`config.mk`:
```
export PLATFORM = sky130hd
export DESIGN_NAME = addressable_led_chain_driver_unit
export DESIGN_NICKNAME = d
export VERILOG_FILES = /design/src/hw/rtl/alcd_pkg.sv /design/src/hw/rtl/alcd_pixel_mem.sv /design/src/hw/rtl/alcd_bit_shifter.sv /design/src/hw/rtl/addressable_led_chain_driver_unit.sv
export SDC_FILE = /design/constraint.sdc
export NUM_CORES = 2
export LEC_CHECK = 0
export BUFFER_PORTS_ARGS = -buffer_cell sky130_fd_sc_hd__buf_2
export CORE_AREA = 5 5 415 417
export CTS_CLUSTER_SIZE = 8
export DETAILED_ROUTE_END_ITERATION = 10
export DIE_AREA = 0 0 420 422
export PLACE_DENSITY_LB_ADDON = 0.2
export SYNTH_ARGS = -nofsm -noshare
export SYNTH_HDL_FRONTEND = slang
export SYNTH_SLANG_ARGS = --single-unit
```
`constraint.sdc`:
```
create_clock -name aclk -period 7.2 [get_ports aclk]
set_clock_uncertainty 0.1 [all_clocks]
set_input_delay 0.36 -clock aclk [delete_from_list [all_inputs] [get_ports aclk]]
set_output_delay 0.36 -clock aclk [all_outputs]
set_load 0.02 [all_outputs]
```
`src/hw/rtl/alcd_pkg.sv`:
```
`default_nettype none
// -----------------------------------------------------------------------------
// alcd_pkg
// Shared constants and types of the addressable LED chain driver.
// -----------------------------------------------------------------------------
package alcd_pkg;

    localparam int MAX_LEDS  = 64;
    localparam int LED_IDX_W = $clog2(MAX_LEDS);
    localparam int LED_CNT_W = 7;
    localparam int PIX_W     = 24;
    localparam int BIT_CNT_W = 5;

    // op codes carried in tuser
    localparam logic [1:0] OP_WRITE = 2'd0;
    localparam logic [1:0] OP_START = 2'd1;
    localparam logic [1:0] OP_TICK  = 2'd2;

    // configuration register indexes
    localparam logic [1:0] CFG_LED_COUNT   = 2'd0;
    localparam logic [1:0] CFG_LONG_TICKS  = 2'd1;
    localparam logic [1:0] CFG_SHORT_TICKS = 2'd2;
    localparam logic [1:0] CFG_LATCH_TICKS = 2'd3;

    localparam logic [LED_CNT_W-1:0] RST_LED_COUNT   = LED_CNT_W'(MAX_LEDS);
    localparam logic [7:0]           RST_LONG_TICKS  = 8'd4;
    localparam logic [7:0]           RST_SHORT_TICKS = 8'd1;
    localparam logic [15:0]          RST_LATCH_TICKS = 16'd1140;

    // sequencer to bit shifter
    typedef struct packed {
        logic load;   // take a new pixel, restart at its first bit
        logic shift;  // advance to the next bit
    } sh_ctrl_t;

    // bit shifter to sequencer
    typedef struct packed {
        logic bit_val;   // bit now on the wire
        logic last_bit;  // bit is the last of the LED
    } sh_stat_t;

endpackage : alcd_pkg
`default_nettype wire

```
`src/hw/rtl/alcd_pixel_mem.sv`:
```
`default_nettype none
// -----------------------------------------------------------------------------
// alcd_pixel_mem
// Pixel store, one write and one registered read port. Per-entry valid bits
// make never-written entries read as black after reset.
// -----------------------------------------------------------------------------
module alcd_pixel_mem
    import alcd_pkg::*;
(
    input  wire logic                 aclk,
    input  wire logic                 aresetn,
    input  wire logic                 wr_en,
    input  wire logic [LED_IDX_W-1:0] wr_addr,
    input  wire logic [PIX_W-1:0]     wr_data,
    input  wire logic [LED_IDX_W-1:0] rd_addr,
    output logic      [PIX_W-1:0]     rd_data
);

    logic [PIX_W-1:0]    pix_mem [MAX_LEDS];
    logic [MAX_LEDS-1:0] vld_reg;
    logic [PIX_W-1:0]    rd_data_reg;
    logic                rd_vld_reg;

    always_ff @(posedge aclk) begin
        if (wr_en) begin
            pix_mem[wr_addr] <= wr_data;
        end
        rd_data_reg <= pix_mem[rd_addr];
    end

    always_ff @(posedge aclk) begin
        if (!aresetn) begin
            vld_reg    <= '0;
            rd_vld_reg <= 1'b0;
        end else begin
            if (wr_en) begin
                vld_reg[wr_addr] <= 1'b1;
            end
            rd_vld_reg <= vld_reg[rd_addr];
        end
    end

    assign rd_data = rd_vld_reg ? rd_data_reg : '0;

endmodule : alcd_pixel_mem
`default_nettype wire

```
`src/hw/rtl/alcd_bit_shifter.sv`:
```
`default_nettype none
// -----------------------------------------------------------------------------
// alcd_bit_shifter
// Holds the LED being sent in GRB order and presents it one bit at a time,
// MSB first.
// -----------------------------------------------------------------------------
module alcd_bit_shifter
    import alcd_pkg::*;
(
    input  wire logic             aclk,
    input  wire logic             aresetn,
    input  wire sh_ctrl_t         ctrl,
    input  wire logic [PIX_W-1:0] rgb,
    output sh_stat_t              stat
);

    localparam logic [BIT_CNT_W-1:0] LAST_BIT = BIT_CNT_W'(PIX_W - 1);

    logic [PIX_W-1:0]     sreg_reg;
    logic [BIT_CNT_W-1:0] bit_cnt_reg;

    always_ff @(posedge aclk) begin
        if (ctrl.load) begin
            // green, red, blue
            sreg_reg <= {rgb[15:8], rgb[23:16], rgb[7:0]};
        end else if (ctrl.shift) begin
            sreg_reg <= {sreg_reg[PIX_W-2:0], 1'b0};
        end
    end

    always_ff @(posedge aclk) begin
        if (!aresetn) begin
            bit_cnt_reg <= '0;
        end else if (ctrl.load) begin
            bit_cnt_reg <= '0;
        end else if (ctrl.shift) begin
            bit_cnt_reg <= (bit_cnt_reg == LAST_BIT) ? '0 : bit_cnt_reg + 1'b1;
        end
    end

    assign stat.bit_val  = sreg_reg[PIX_W-1];
    assign stat.last_bit = (bit_cnt_reg == LAST_BIT);

endmodule : alcd_bit_shifter
`default_nettype wire

```
`src/hw/rtl/addressable_led_chain_driver_unit.sv`:
```
`default_nettype none
// -----------------------------------------------------------------------------
// addressable_led_chain_driver_unit
// Serial LED chain encoder: pixel store, bit shifter and pulse sequencer.
// -----------------------------------------------------------------------------
// Result: registered, on m_tdata/m_tlast in the cycle after the input transfer.
// Throughput: one item per cycle while results are taken; a frame start and
//   every tick that ends an LED while more follow stall the input through ST_FETCH
//   and ST_LOAD while the store's registered read port fetches the next LED.
// Reset: synchronous, active low; registers back to defaults, sender idle,
//   pixel store reads black through per-entry valid bits (no clearing pass).
// -----------------------------------------------------------------------------
module addressable_led_chain_driver_unit
    import alcd_pkg::*;
(
    input  wire logic        aclk,
    input  wire logic        aresetn,

    // configuration write port
    input  wire logic        cfg_we,
    input  wire logic [1:0]  cfg_idx,
    input  wire logic [15:0] cfg_wdata,

    // input items
    input  wire logic        s_tvalid,
    output logic             s_tready,
    input  wire logic [31:0] s_tdata,   // [5:0] led_index, [29:6] colour, zero pad
    input  wire logic [1:0]  s_tuser,   // [1:0] op

    // results
    output logic             m_tvalid,
    input  wire logic        m_tready,
    output logic [7:0]       m_tdata,   // [0] data_line, [1] busy_res, [2] status,
                                        // zero pad
    output logic             m_tlast    // frame_done: last tick of the latch gap
);

    typedef enum logic [1:0] {
        PH_IDLE  = 2'd0,
        PH_HIGH  = 2'd1,
        PH_LOW   = 2'd2,
        PH_LATCH = 2'd3
    } phase_t;

    // ST_FETCH: store read in flight; ST_LOAD: read data into the shifter
    typedef enum logic [1:0] {
        ST_RUN,
        ST_FETCH,
        ST_LOAD
    } st_t;

    // configuration
    logic [LED_CNT_W-1:0] led_count_reg;
    logic [7:0]           long_ticks_reg;
    logic [7:0]           short_ticks_reg;
    logic [15:0]          latch_ticks_reg;

    // sequencer
    st_t                  st_reg, st_next;
    phase_t               phase_reg, phase_next;
    logic [15:0]          tick_reg, tick_next;
    logic [LED_CNT_W-1:0] led_cnt_reg, led_cnt_next;
    logic                 m_tvalid_reg, m_tvalid_next;
    logic [7:0]           m_tdata_reg, m_tdata_next;
    logic                 m_tlast_reg, m_tlast_next;

    // input fields
    logic [1:0]           in_op;
    logic [LED_IDX_W-1:0] in_idx;
    logic [PIX_W-1:0]     in_colour;
    logic                 s_xfer;

    // datapath
    sh_ctrl_t             sh_ctrl;
    sh_stat_t             sh_stat;
    logic [PIX_W-1:0]     rd_pix;
    logic                 wr_en;
    logic [15:0]          dur_raw;
    logic [15:0]          dur;
    logic                 phase_end;
    logic [LED_CNT_W-1:0] led_inc;
    logic                 line, busy, status, done;

    assign in_op     = s_tuser;
    assign in_idx    = s_tdata[LED_IDX_W-1:0];
    assign in_colour = s_tdata[LED_IDX_W +: PIX_W];

    // inputs stall while a pixel is fetched or the result slot is full
    assign s_tready = (st_reg == ST_RUN) && (!m_tvalid_reg || m_tready);
    assign s_xfer   = s_tvalid && s_tready;
    assign m_tvalid = m_tvalid_reg;
    assign m_tdata  = m_tdata_reg;
    assign m_tlast  = m_tlast_reg;

    // ---------------------------------------------------------------------
    // Configuration registers; led_count is capped at the store depth
    // ---------------------------------------------------------------------
    always_ff @(posedge aclk) begin
        if (!aresetn) begin
            led_count_reg   <= RST_LED_COUNT;
            long_ticks_reg  <= RST_LONG_TICKS;
            short_ticks_reg <= RST_SHORT_TICKS;
            latch_ticks_reg <= RST_LATCH_TICKS;
        end else if (cfg_we) begin
            case (cfg_idx)
                CFG_LED_COUNT: begin
                    led_count_reg <= (cfg_wdata[LED_CNT_W-1:0] > LED_CNT_W'(MAX_LEDS))
                                     ? LED_CNT_W'(MAX_LEDS) : cfg_wdata[LED_CNT_W-1:0];
                end
                CFG_LONG_TICKS:  long_ticks_reg  <= cfg_wdata[7:0];
                CFG_SHORT_TICKS: short_ticks_reg <= cfg_wdata[7:0];
                CFG_LATCH_TICKS: latch_ticks_reg <= cfg_wdata;
                default: ;
            endcase
        end
    end

    // ---------------------------------------------------------------------
    // Pixel store and bit shifter; the store is read at the LED being sent
    // ---------------------------------------------------------------------
    alcd_pixel_mem u_pixel_mem (
        .aclk    (aclk),
        .aresetn (aresetn),
        .wr_en   (wr_en),
        .wr_addr (in_idx),
        .wr_data (in_colour),
        .rd_addr (led_cnt_reg[LED_IDX_W-1:0]),
        .rd_data (rd_pix)
    );

    alcd_bit_shifter u_bit_shifter (
        .aclk    (aclk),
        .aresetn (aresetn),
        .ctrl    (sh_ctrl),
        .rgb     (rd_pix),
        .stat    (sh_stat)
    );

    // ---------------------------------------------------------------------
    // Phase length: one bit is long-high/short-low, zero short-high/long-low.
    // A zero length counts as one tick.
    // ---------------------------------------------------------------------
    always_comb begin
        if (phase_reg == PH_LATCH) begin
            dur_raw = latch_ticks_reg;
        end else if (sh_stat.bit_val == (phase_reg == PH_HIGH)) begin
            dur_raw = {8'd0, long_ticks_reg};
        end else begin
            dur_raw = {8'd0, short_ticks_reg};
        end
        dur       = (dur_raw == 16'd0) ? 16'd1 : dur_raw;
        phase_end = ({1'b0, tick_reg} + 17'd1) >= {1'b0, dur};
        led_inc   = led_cnt_reg + LED_CNT_W'(sh_stat.last_bit);
    end

    // ---------------------------------------------------------------------
    // Sequencer
    // ---------------------------------------------------------------------
    always_comb begin
        st_next       = st_reg;
        phase_next    = phase_reg;
        tick_next     = tick_reg;
        led_cnt_next  = led_cnt_reg;
        m_tvalid_next = m_tvalid_reg && !m_tready;
        m_tdata_next  = m_tdata_reg;
        m_tlast_next  = m_tlast_reg;
        sh_ctrl       = '0;
        wr_en         = 1'b0;
        line          = 1'b0;
        busy          = 1'b0;
        status        = 1'b0;
        done          = 1'b0;

        case (st_reg)
            ST_RUN: begin
                if (s_xfer) begin
                    m_tvalid_next = 1'b1;
                    case (in_op)
                        OP_TICK: begin
                            if (phase_reg != PH_IDLE) begin
                                busy = 1'b1;
                                line = (phase_reg == PH_HIGH);
                                if (!phase_end) begin
                                    tick_next = tick_reg + 16'd1;
                                end else begin
                                    tick_next = '0;
                                    case (phase_reg)
                                        PH_HIGH: phase_next = PH_LOW;
                                        PH_LOW: begin
                                            sh_ctrl.shift = 1'b1;
                                            led_cnt_next  = led_inc;
                                            if (led_inc >= led_count_reg) begin
                                                phase_next = PH_LATCH;
                                            end else begin
                                                phase_next = PH_HIGH;
                                                // new LED: refill the shifter
                                                if (sh_stat.last_bit) begin
                                                    st_next = ST_FETCH;
                                                end
                                            end
                                        end
                                        default: begin
                                            // end of latch gap
                                            done         = 1'b1;
                                            phase_next   = PH_IDLE;
                                            led_cnt_next = '0;
                                        end
                                    endcase
                                end
                            end
                        end
                        OP_WRITE: begin
                            if (phase_reg != PH_IDLE || {1'b0, in_idx} >= led_count_reg) begin
                                status = 1'b1;
                            end else begin
                                wr_en = 1'b1;
                            end
                        end
                        OP_START: begin
                            if (phase_reg != PH_IDLE) begin
                                status = 1'b1;
                            end else begin
                                led_cnt_next = '0;
                                tick_next    = '0;
                                if (led_count_reg == '0) begin
                                    phase_next = PH_LATCH;
                                end else begin
                                    phase_next = PH_HIGH;
                                    st_next    = ST_FETCH;
                                end
                            end
                        end
                        default: status = 1'b1;
                    endcase
                    // other ops report the line as it stands after them
                    if (in_op != OP_TICK) begin
                        line = (phase_next == PH_HIGH);
                        busy = (phase_next != PH_IDLE);
                    end
                    m_tdata_next = {5'd0, status, busy, line};
                    m_tlast_next = done;
                end
            end
            ST_FETCH: st_next = ST_LOAD;
            ST_LOAD: begin
                sh_ctrl.load = 1'b1;
                st_next      = ST_RUN;
            end
            default: st_next = ST_RUN;
        endcase
    end

    always_ff @(posedge aclk) begin
        if (!aresetn) begin
            st_reg       <= ST_RUN;
            phase_reg    <= PH_IDLE;
            tick_reg     <= '0;
            led_cnt_reg  <= '0;
            m_tvalid_reg <= 1'b0;
            m_tdata_reg  <= '0;
            m_tlast_reg  <= 1'b0;
        end else begin
            st_reg       <= st_next;
            phase_reg    <= phase_next;
            tick_reg     <= tick_next;
            led_cnt_reg  <= led_cnt_next;
            m_tvalid_reg <= m_tvalid_next;
            m_tdata_reg  <= m_tdata_next;
            m_tlast_reg  <= m_tlast_next;
        end
    end

    // ---------------------------------------------------------------------
    // Assertions
    // ---------------------------------------------------------------------
    // idle sender always points back at the first LED
    a_idle_led0: assert property (@(posedge aclk) disable iff (!aresetn)
        phase_reg == PH_IDLE |-> led_cnt_reg == '0)
        else $error("idle with nonzero LED counter");

    // a pixel fetch is only in flight for a bit that is about to go high
    a_fetch_phase: assert property (@(posedge aclk) disable iff (!aresetn)
        st_reg != ST_RUN |-> phase_reg == PH_HIGH && tick_reg == '0)
        else $error("pixel fetch outside start of a high phase");

    a_fetch_load: assert property (@(posedge aclk) disable iff (!aresetn)
        st_reg == ST_FETCH |=> st_reg == ST_LOAD)
        else $error("pixel fetch not followed by shifter load");

    // frame_done only reported on a busy tick with the line low
    a_done_busy: assert property (@(posedge aclk) disable iff (!aresetn)
        m_tvalid && m_tlast |-> m_tdata[1] && !m_tdata[0])
        else $error("frame_done without busy low line");

endmodule : addressable_led_chain_driver_unit
`default_nettype wire
```
==> reports/qor.txt <==
clock sinks - 1,725
layout cells sized above 1 - 27.4%
Mean Syn Cell Area - 21.0 µm²
Initial Utilization - 39.7%
core area - 0.168 mm²
crit path cell chain - inv_1 -> ha_1 -> xnor2_1 -> buf_4 -> mux2i_1 -> nor2_1 -> a21oi_1 -> nand3_1 -> o31ai_1 -> ha_1 -> nand2b_1 -> a21oi_1 -> nor3_1 -> o311ai_1 -> buf_4 -> a211o_1 -> nand2_1
Worst path max stage delay - 0.67 ns
Async S/R FF share, synth - 0%
die height - 422 µm
sequential-to-total area share from yosys stat - 75.0%
Arrival @ worst endpoint - 5.07 ns
clock transition at the registers of the reported paths - 0.06 ns
WL final - 169 mm
Post-Synth Adder-Cell Area - 0.768%
Worst setup EP type - flip-flop
mux share of post-synthesis cell area - 17.6%
vias after detailed routing - 32,100
Data required, critical path - 7.41 ns
R2R Setup Slk - 2.35 ns
Max Fclk - 206 MHz
vias in the first global route - 33,200
nets@finish - 3,506
Critical-path top delay cell - nand2_1
Total Routing Usage GR - 19.1%
status - finished, final reports clean
FP Rows - 151
CP max FO - 24
postcts setup bufs - 0
Post-DP HPWL - 90.4 mm
Hold Vio Cnt, Final - 0
max_cap viols - 0
hold slack - 0.103 ns
WL/cell - 29.4 µm
mapped cell area - 0.0668 mm²
FF+latch area - 0.0502 mm²
delay-heaviest family, CP - compound AO/OA/AOI/OAI gates
synth warn - 0
most frequent cells in the layout - edfxtp_1 (1,560), mux4_2 (500), clkbuf_16 (234)
CTS max path bufs - 3
grt ovf - 0
CTS tree - built
post-synthesis simple-gate area fraction - 2.76%
I/O Buffers - 60
Setup TNS - 0 ns
Pre-Repair DR Iteration Count - 5
Yosys cell types - 58
Synth Instances - 3,176
worst min path class - input port to flip-flop
CTS HTree Levels - 4
Via density - 5.59
largest family of logic cells by synthesized area - multiplexers
Layout fillers - 14,000
crit path kind - flip-flop to flip-flop
register bit total from synthesis - 1,725
crit path time final - 4.85 ns
antenna viol nets, final - 0
largest net degree at the start of global routing - 102
commonest non-fill, non-tap cell in the layout - edfxtp_1
PwrDens - 275 mW/mm²
1st-iter DRT viols - 3,374
worst slew pin tran - 1.21 ns
post-synthesis xor/xnor area fraction - 0.262%
Slew Limit Fails - 0
Leak - 23.5 nW
relative slew slack - 19.2%
Area Overhead vs Synth - 15.4%
WP buf/inv - 3
IO Count - 68
Multi-input gate area - 0.0164 mm²
Post-synth EDFFs - 1,560
later-pin clock latency in the skew report - 0.84 ns
Synth Area in Compound Gates - 2.40%
initial antenna violation count - 24
Setup-failing EPs final - 0
Tcrit/Tclk final - 67.4%
Post-route DRC - 0
Startpoint Class - flip-flop
CTS Root Cell - clkbuf_16
die area - 0.177 mm²
GP Congestion - 0.786
Die Width - 420 µm
ys flop type - edfxtp_1
unrepaired setup endpoints after global routing - no
first-pass GRT wire length - 242 mm
VDD IR max - 0.000193 V
CTS Buf Count - 233
Largest register FFs - 1,536
-- report_power, final --
group | switching, W | internal, W | leakage (nW) | total (W)
clock | 0.00403 | 0.00588 | 3.12 | 0.00991
combinational | 0.000274 | 0.0000691 | 5.02 | 0.000343
sequential | 0.00000983 | 0.0109 | 15.4 | 0.0110
-- final cells by class --
type	instances	share of cell area, %
diodes	8	0.0259
clock buffers	325	8.03
clock inverters	15	0.394
inverters	19	0.102
multi-input cells	1264	21.2
flip-flops and latches	1725	65.0
well taps	2218	3.60
repair buffers	165	1.61
-- timing repair --
item / in CTS / in global routing
endpoints found under the hold margin: 45 / 0
resized for setup: 0 / 0
hold buffers: 29 / 0
-- cells by family after synthesis --
group / count (synthesis)
AOI/OAI and AO/OA: 249
xor gates and xnor gates: 20
adders and majority gates: 41
buffers and inverters: 191
DFF: 1725
muxes: 549
other: 1
and+or+nand+nor: 400
-- stage by stage --
step	area (µm²)	util (%)	power [W]	worst slack, ns	std cells
finish	77200	45.8	0.0212	2.35	5739
CTS	77100	45.8	0.0214	2.27	5731
global placement	70400	41.8	0.0115	2.29	5362
floorplan	66900	-	0.0112	2.60	3180
global route	77100	45.8	0.0219	1.84	5732
detailed placement	70400	41.8	0.0115	2.32	5362
-- synth_stat cells, drive strengths merged (7+ instances only) --
cell type / number / area [µm²]
a21oi: 78 / 390
a22oi: 7 / 52.6
and3: 7 / 43.8
buf: 78 / 379
clkbuf: 94 / 353
dfxtp: 165 / 3300
edfxtp: 1560 / 46800
ha: 41 / 513
inv: 19 / 71.3
mux2i: 49 / 490
mux4: 500 / 11300
nand2: 171 / 642
nand2b: 9 / 56.3
nand3: 42 / 210
nand3b: 12 / 90.1
nand4: 7 / 43.8
nor2: 102 / 383
o21a: 64 / 480
o21ai: 40 / 200
o221ai: 18 / 158
o22ai: 8 / 50.1
xnor2: 15 / 131
-- worst paths after layout --
kind / from / end / depth (start not counted)
min: s_tdata[10] / u_pixel_mem.pix_mem[20][4] / 2
max: phase_reg[1] / u_bit_shifter.sreg_reg[19] / 17
min reg2reg: st_reg[0] / st_reg[1] / 2
max reg2reg: phase_reg[1] / u_bit_shifter.sreg_reg[19] / 17
-- worst reg2reg max path, delay by kind of cell (launching register included) --
kind,cells,cell delay (ns)
mux,1,0.21
fa+ha+maj,2,0.51
xor+xnor,1,0.22
simple gates,5,1.06
compound gates,5,1.22
flops,1,0.43
buf+inv,3,0.58
-- per-layer routing --
metal  wire [µm]  track usage, %
met1       72800            26.6
met4        4670            6.04
met5          27               0
met2       79700            29.9
met3       11500            4.70
No activity file was read; power rests on OpenSTA's default activity.
